--- config.mk ---
export PLATFORM = sky130hd
export DESIGN_NAME = k_way_sorted_run_merger
export DESIGN_NICKNAME = d
export VERILOG_FILES = /design/src/hdl/kwsrm_pkg.sv /design/src/hdl/k_way_sorted_run_merger.sv
export SDC_FILE = /design/constraint.sdc
export NUM_CORES = 1
export LEC_CHECK = 0
export BUFFER_PORTS_ARGS = -buffer_cell sky130_fd_sc_hd__buf_4
export CAP_MARGIN = 20
export CELL_PAD_IN_SITES_DETAIL_PLACEMENT = 0
export CELL_PAD_IN_SITES_GLOBAL_PLACEMENT = 1
export CORE_MARGIN = 3
export CORE_UTILIZATION = 25
export CTS_CLUSTER_SIZE = 16
export DETAILED_ROUTE_END_ITERATION = 8
export GPL_ROUTABILITY_DRIVEN = 0
export PLACE_DENSITY_LB_ADDON = 0.05
export SLEW_MARGIN = 30
export SYNTH_ARGS = -nofsm -noshare
export SYNTH_HDL_FRONTEND = slang
export SYNTH_SLANG_ARGS = --single-unit
--- constraint.sdc ---
create_clock -name i_clk -period 10.7 [get_ports i_clk]
set_clock_uncertainty 0.15 [all_clocks]
set_input_delay 0 -clock i_clk [delete_from_list [all_inputs] [get_ports i_clk]]
set_output_delay 0 -clock i_clk [all_outputs]
set_load 0.02 [all_outputs]
--- src/hdl/kwsrm_pkg.sv ---
`default_nettype none
package kwsrm_pkg;
    localparam int RUNS   = 16;
    localparam int RUN_W  = $clog2(RUNS);
    localparam int CNT_W  = $clog2(RUNS + 1);
    localparam int WORD_W = 64;
    localparam int IDX_W  = 4;
    localparam int CFG_W  = 5;
endpackage
`default_nettype wire

--- src/hdl/k_way_sorted_run_merger.sv ---
// A word result passes from IDLE through CHECK, SCAN and EMIT into the output
// register; a done result goes from CHECK straight to EMIT. An output stall holds EMIT.
// The input stalls outside IDLE, so no item is taken while the last is in work;
// word results are paced by the serial minimum scan over the single read port.
// Reset (synchronous, active low): full and finished marks cleared, run count 16.
// Head words are not cleared; they are used only while their full mark is set.
`default_nettype none
module k_way_sorted_run_merger (
    input  wire logic                          i_clk,
    input  wire logic                          i_rst_n,
    // config
    input  wire logic                          i_cfg_we,
    input  wire logic [kwsrm_pkg::CFG_W-1:0]   i_cfg_data,
    // input channel
    input  wire logic                          i_in_valid,
    output logic                               o_in_stall,
    input  wire logic [kwsrm_pkg::IDX_W-1:0]   i_run_index,
    input  wire logic [kwsrm_pkg::WORD_W-1:0]  i_word_value,
    input  wire logic                          i_run_end,
    // output channel
    output logic                               o_out_valid,
    input  wire logic                          i_out_stall,
    output logic [kwsrm_pkg::WORD_W-1:0]       o_min_value,
    output logic [kwsrm_pkg::IDX_W-1:0]        o_source_run,
    output logic                               o_merge_done
);
    // Control sequence:
    //   IDLE  - take one item; flags and head memory update at the transfer edge
    //   CHECK - look at the registered flags, decide word / done / nothing
    //   SCAN  - walk the head memory one read per cycle, keeping the smallest
    //           full head (strict less-than, so the lowest run wins a tie)
    //   EMIT  - wait for the output register, load the result, clear the head of a word result
    typedef enum logic [3:0] {
        S_IDLE  = 4'b0001,
        S_CHECK = 4'b0010,
        S_SCAN  = 4'b0100,
        S_EMIT  = 4'b1000
    } t_state;

    t_state r_state, n_state;

    logic [kwsrm_pkg::CFG_W-1:0]  r_run_count;
    logic [kwsrm_pkg::RUNS-1:0]   r_full;
    logic [kwsrm_pkg::RUNS-1:0]   r_fin;
    logic                         r_end_taken;
    logic                         r_is_done;

    // head word store, one synchronous read port
    logic [kwsrm_pkg::WORD_W-1:0] r_mem [kwsrm_pkg::RUNS];
    logic [kwsrm_pkg::WORD_W-1:0] r_rd_data;
    logic [kwsrm_pkg::RUN_W-1:0]  r_rd_idx;
    logic                         r_rd_vld;

    // scan control
    logic [kwsrm_pkg::RUN_W-1:0]  r_scan_addr;
    logic                         r_issue_on;
    logic                         r_have;
    logic [kwsrm_pkg::WORD_W-1:0] r_best_val;
    logic [kwsrm_pkg::RUN_W-1:0]  r_best_idx;

    // output register
    logic                         r_out_valid;
    logic [kwsrm_pkg::WORD_W-1:0] r_out_value;
    logic [kwsrm_pkg::IDX_W-1:0]  r_out_src;
    logic                         r_out_done;

    logic [kwsrm_pkg::CNT_W-1:0]  w_n;
    logic [kwsrm_pkg::RUN_W-1:0]  w_last;
    logic [kwsrm_pkg::RUN_W-1:0]  w_idx;
    logic                         w_in_xfer;
    logic                         w_take;
    logic                         w_out_free;
    logic                         w_all_ready;
    logic                         w_any_full;
    logic                         w_all_fin;
    logic                         w_better;

    // active run count: zero acts as one, above RUNS saturates
    always_comb begin
        if (r_run_count == '0) begin
            w_n = kwsrm_pkg::CNT_W'(1);
        end else if (32'(r_run_count) > 32'(kwsrm_pkg::RUNS)) begin
            w_n = kwsrm_pkg::CNT_W'(kwsrm_pkg::RUNS);
        end else begin
            w_n = kwsrm_pkg::CNT_W'(r_run_count);
        end
    end
    assign w_last = kwsrm_pkg::RUN_W'(w_n - kwsrm_pkg::CNT_W'(1));

    assign o_in_stall = (r_state != S_IDLE);
    assign w_in_xfer  = i_in_valid && !o_in_stall;
    assign w_idx      = kwsrm_pkg::RUN_W'(i_run_index);
    // item counts only for an active run that is neither full nor finished
    assign w_take     = w_in_xfer && (32'(i_run_index) < 32'(w_n))
                        && !r_full[w_idx] && !r_fin[w_idx];
    assign w_out_free = !r_out_valid || !i_out_stall;

    // readiness over the active runs only
    always_comb begin
        w_all_ready = 1'b1;
        w_any_full  = 1'b0;
        w_all_fin   = 1'b1;
        for (int i = 0; i < kwsrm_pkg::RUNS; i++) begin
            if (32'(i) < 32'(w_n)) begin
                if (r_full[i]) begin
                    w_any_full = 1'b1;
                    w_all_fin  = 1'b0;
                end else if (!r_fin[i]) begin
                    w_all_ready = 1'b0;
                    w_all_fin   = 1'b0;
                end
            end
        end
    end

    assign w_better = r_rd_vld && r_full[r_rd_idx] && (!r_have || (r_rd_data < r_best_val));

    always_comb begin
        n_state = r_state;
        unique case (r_state)
            S_IDLE: begin
                if (w_in_xfer) n_state = S_CHECK;
            end
            S_CHECK: begin
                if (w_all_ready && w_any_full) begin
                    n_state = S_SCAN;
                end else if (r_end_taken && w_all_fin) begin
                    n_state = S_EMIT;
                end else begin
                    n_state = S_IDLE;
                end
            end
            S_SCAN: begin
                if (r_rd_vld && !r_issue_on) n_state = S_EMIT;
            end
            S_EMIT: begin
                if (w_out_free) n_state = S_IDLE;
            end
            default: n_state = S_IDLE;
        endcase
    end

    // head memory: write on a taken word, read during the scan
    always_ff @(posedge i_clk) begin
        if (w_take && !i_run_end) begin
            r_mem[w_idx] <= i_word_value;
        end
        r_rd_data <= r_mem[r_scan_addr];
    end

    always_ff @(posedge i_clk) begin
        if (!i_rst_n) begin
            r_state     <= S_IDLE;
            r_run_count <= kwsrm_pkg::CFG_W'(16);
            r_full      <= '0;
            r_fin       <= '0;
            r_end_taken <= 1'b0;
            r_is_done   <= 1'b0;
            r_rd_vld    <= 1'b0;
            r_issue_on  <= 1'b0;
            r_have      <= 1'b0;
            r_out_valid <= 1'b0;
        end else begin
            r_state <= n_state;
            if (i_cfg_we) r_run_count <= i_cfg_data;
            // load on emit, drop once the pending result is taken
            if (r_state == S_EMIT && w_out_free) begin
                r_out_valid <= 1'b1;
            end else if (r_out_valid && !i_out_stall) begin
                r_out_valid <= 1'b0;
            end

            unique case (r_state)
                S_IDLE: begin
                    if (w_in_xfer) begin
                        r_end_taken <= w_take && i_run_end;
                        if (w_take) begin
                            if (i_run_end) r_fin[w_idx]  <= 1'b1;
                            else           r_full[w_idx] <= 1'b1;
                        end
                    end
                end
                S_CHECK: begin
                    r_is_done   <= !(w_all_ready && w_any_full);
                    r_issue_on  <= 1'b1;
                    r_rd_vld    <= 1'b0;
                    r_have      <= 1'b0;
                end
                S_SCAN: begin
                    r_rd_vld <= r_issue_on;
                    if (r_issue_on && r_scan_addr == w_last) r_issue_on <= 1'b0;
                    if (w_better) r_have <= 1'b1;
                end
                S_EMIT: begin
                    if (w_out_free && !r_is_done) r_full[r_best_idx] <= 1'b0;
                end
                default: ;
            endcase
        end
    end

    // payload and scan datapath, no reset
    always_ff @(posedge i_clk) begin
        unique case (r_state)
            S_CHECK: begin
                r_scan_addr <= '0;
            end
            S_SCAN: begin
                r_rd_idx <= r_scan_addr;
                if (r_issue_on && r_scan_addr != w_last) begin
                    r_scan_addr <= r_scan_addr + kwsrm_pkg::RUN_W'(1);
                end
                if (w_better) begin
                    r_best_val <= r_rd_data;
                    r_best_idx <= r_rd_idx;
                end
            end
            S_EMIT: begin
                if (w_out_free) begin
                    if (r_is_done) begin
                        r_out_value <= '0;
                        r_out_src   <= '0;
                        r_out_done  <= 1'b1;
                    end else begin
                        r_out_value <= r_best_val;
                        r_out_src   <= kwsrm_pkg::IDX_W'(r_best_idx);
                        r_out_done  <= 1'b0;
                    end
                end
            end
            default: ;
        endcase
    end

    assign o_out_valid  = r_out_valid;
    assign o_min_value  = r_out_value;
    assign o_source_run = r_out_src;
    assign o_merge_done = r_out_done;
endmodule
`default_nettype wire

==> results.md <==
* # IOs at 150
* DRT iter0 DRCs at 1,501
* Routed Antenna Nets at 0
* Routed WL at 142,000 um
* Routed via count at 24.2k
* DR WL/cell at 25.9 um
* Clock insertion delay at the later pin of the skew report at 0.78 ns
* Final critical-path required period at 4.48 ns
* Post-Place Cell Area at 53,500 um^2
* Most common library cells after synthesis: 1,169 x edfxtp_1, 328 x mux4_2, 111 x dfxtp_1
* Area of the multi-input gates at 10,900 um^2
* Final cell count without fillers at 5,486
* Worst hold margin at 0.0367 ns
* First-pass GRT wire length at 202,000 um
* Initial antenna violation count at 21
* Arr. time, crit path at 4.70 ns
* Die H at 448 um
* Num CTS Buffers at 153
* Total power at 11.2 mW
* FP Rows at 161
* Dpl hpwl at 83,500 um
* CP max FO at 36
* Worst min path class: in2reg
* Number of distinct library cells after synthesis at 66
* Top-area cell type share of the netlist area at 71.8%
* Largest net degree at the start of global routing at 115
* Synth area leader: edfxtp_1
* Synth warnings at 0
* Req. time, crit path at 10.93 ns
* Sequential area share after synthesis at 76.3%
* Global-route congestion overflow total at 0
* Max VDD drop at 0.146 mV
* Number of global-route vias before repair at 26.2k
* Status: complete, no violations
* Final setup vio count at 0
* Drt first pass iters at 5
* Fmax at 223 MHz
* Reg area at 37,300 um^2
* Area of the core at 194,000 um^2
* Slew HR at 30.2%
* Mapped Nets at 2,479
* Yosys reg bits at 1,280
* Placed Cells incl. Taps at 5,038
* Main synth FF type: edfxtp_1
* EDFF count, synth at 1,169
* Worst-path clk slew at 0.05 ns
* CP startpoint kind: register
* Die W at 448 um
* Crit. End Element: register
* IO Port Bufs at 149
* Syn_area_per_cell at 21.0 um^2
* Post-synthesis cell count at 2,332
* Final hold vios at 0
* Ys async rst share at 0%
* Filler Cell Count at 18.6k
* Total clock sinks at 1,280
* Mapped Area at 48,900 um^2
* Post-route cell area at 60,200 um^2
* Initial Util at 25.3%
* CTS tree: built
* Setup TNS at 0 ns
* DRC at 0
* Leak Pwr at 19.5 nW
* Max-slew violations at 0
* Area Overhead vs Synth at 23.2%
* Root Driver: clkbuf_16
* Ratio of cells with drive above 1 in the final layout at 27.4%
* Max_cap viols at 0
* Synth top area cells: edfxtp_1 72%, mux4_2 15%, dfxtp_1 4.5%
* Power Dens Cells at 186 nW/um^2
* Setup WS post-layout at 6.22 ns
* Global-route usage over all layers at 14.2%
* DP Worst Slack at 6.17 ns
* RSZ-0062 raised after global routing: false
* Nets at 2,896
* Die area at 201,000 um^2
* Worst Tran Pin Value at 1.04 ns
* Max Root-Sink Buffers at 3
* Vias/cell at 4.42
* Max H-tree Level at 4
* Most common cell in the netlist: edfxtp_1
* Final core utilization at 31.1%
* Tcrit/Tclk final at 41.9%
* CP Class: reg2reg
[what timing repair did]
item | 4_1_cts | 5_1_grt
endpoints found under the setup margin | 0 | 0
setup buffers | 0 | 0
endpoints found under the hold margin | 1214 | 0
gates resized for setup | 0 | 0
hold buffers | 163 | 0
[layout by cell type (no fill, tap or decap), types with 43 or more instances in the layout]
cell type / instances
buf_4: 196
clkbuf_1: 43
clkbuf_16: 162
dfxtp_1: 110
dlygate4sd3_1: 163
edfxtp_1: 1169
ha_1: 68
inv_1: 77
mux4_2: 328
nand2_1: 50
nor2_1: 107
[routing by layer]
| layer | vias up | wire length (um) | track usage (%) |
|---|---|---|---|
| li1 | 10500 | - | - |
| met1 | 13200 | 64900 | 19.4 |
| met2 | 427 | 69600 | 23.8 |
| met3 | 181 | 4810 | 2.35 |
| met4 | 2 | 2530 | 3.48 |
| met5 | - | 13 | 0 |
[report_power, final]
part | switching (mW) | leakage (nW) | total, mW | internal, mW
sequential | 0.0298 | 11.4 | 5.54 | 5.51
clock | 2.04 | 2.46 | 5.17 | 3.13
combinational | 0.284 | 5.61 | 0.489 | 0.205
total | 2.35 | 19.5 | 11.2 | 8.84
[state kept, by name, summed over array words and instances, names as in the netlist]
register,flops
r_mem,1024
o_min_value,64
r_best_val,64
r_rd_data,64
r_fin,16
r_full,16
r_run_count,5
o_source_run,4
r_best_idx,4
r_rd_idx,4
r_scan_addr,4
r_state,4
o_merge_done,1
o_out_valid,1
r_end_taken,1
r_have,1
r_is_done,1
r_issue_on,1
r_rd_vld,1
[final timing paths]
check                        from             end  slack [ns]  depth (start not counted)
setup / recovery   r_run_count[2]   r_mem[12][25]        6.22                         10
hold / removal    i_word_value[2]     r_mem[1][2]        0.04                          2
setup reg to reg   r_run_count[2]   r_mem[12][25]        6.22                         10
hold reg to reg     r_rd_data[10]  r_best_val[10]        0.29                          0
[cell families (layout without fill, tap and decap cells)]
group,Yosys count,in the layout,share of synthesized area (%)
mux,334,334,15.2
flops,1280,1280,76.3
fa+ha+maj,69,69,1.76
compound gates,154,154,1.98
xor+xnor,7,7,0.125
buf+inv,191,736,1.58
other cells,0,1,0
simple gates,297,297,3.01
[worst max-delay path, stage by stage, from the launching register on]
cell	delay, ns
dfxtp_1	0.76
nand2b_1	0.24
ha_1	0.24
a21oi_1	0.14
o211ai_1	0.12
a211oi_2	0.35
nand3b_2	0.11
buf_4	0.28
nor4_4	0.19
buf_4	0.70
buf_4	0.68
[final cells by class]
type	count	share of cell area [%]
Antenna cell	1	0.00415
Inverter	79	0.496
Timing Repair Buffer	374	5.60
Multi-Input combinational cell	861	18.1
Clock inverter	60	0.968
Tap cell	2608	5.42
Clock buffer	223	7.41
Sequential cell	1280	62.0
No activity file was read; power rests on OpenSTA's default activity.
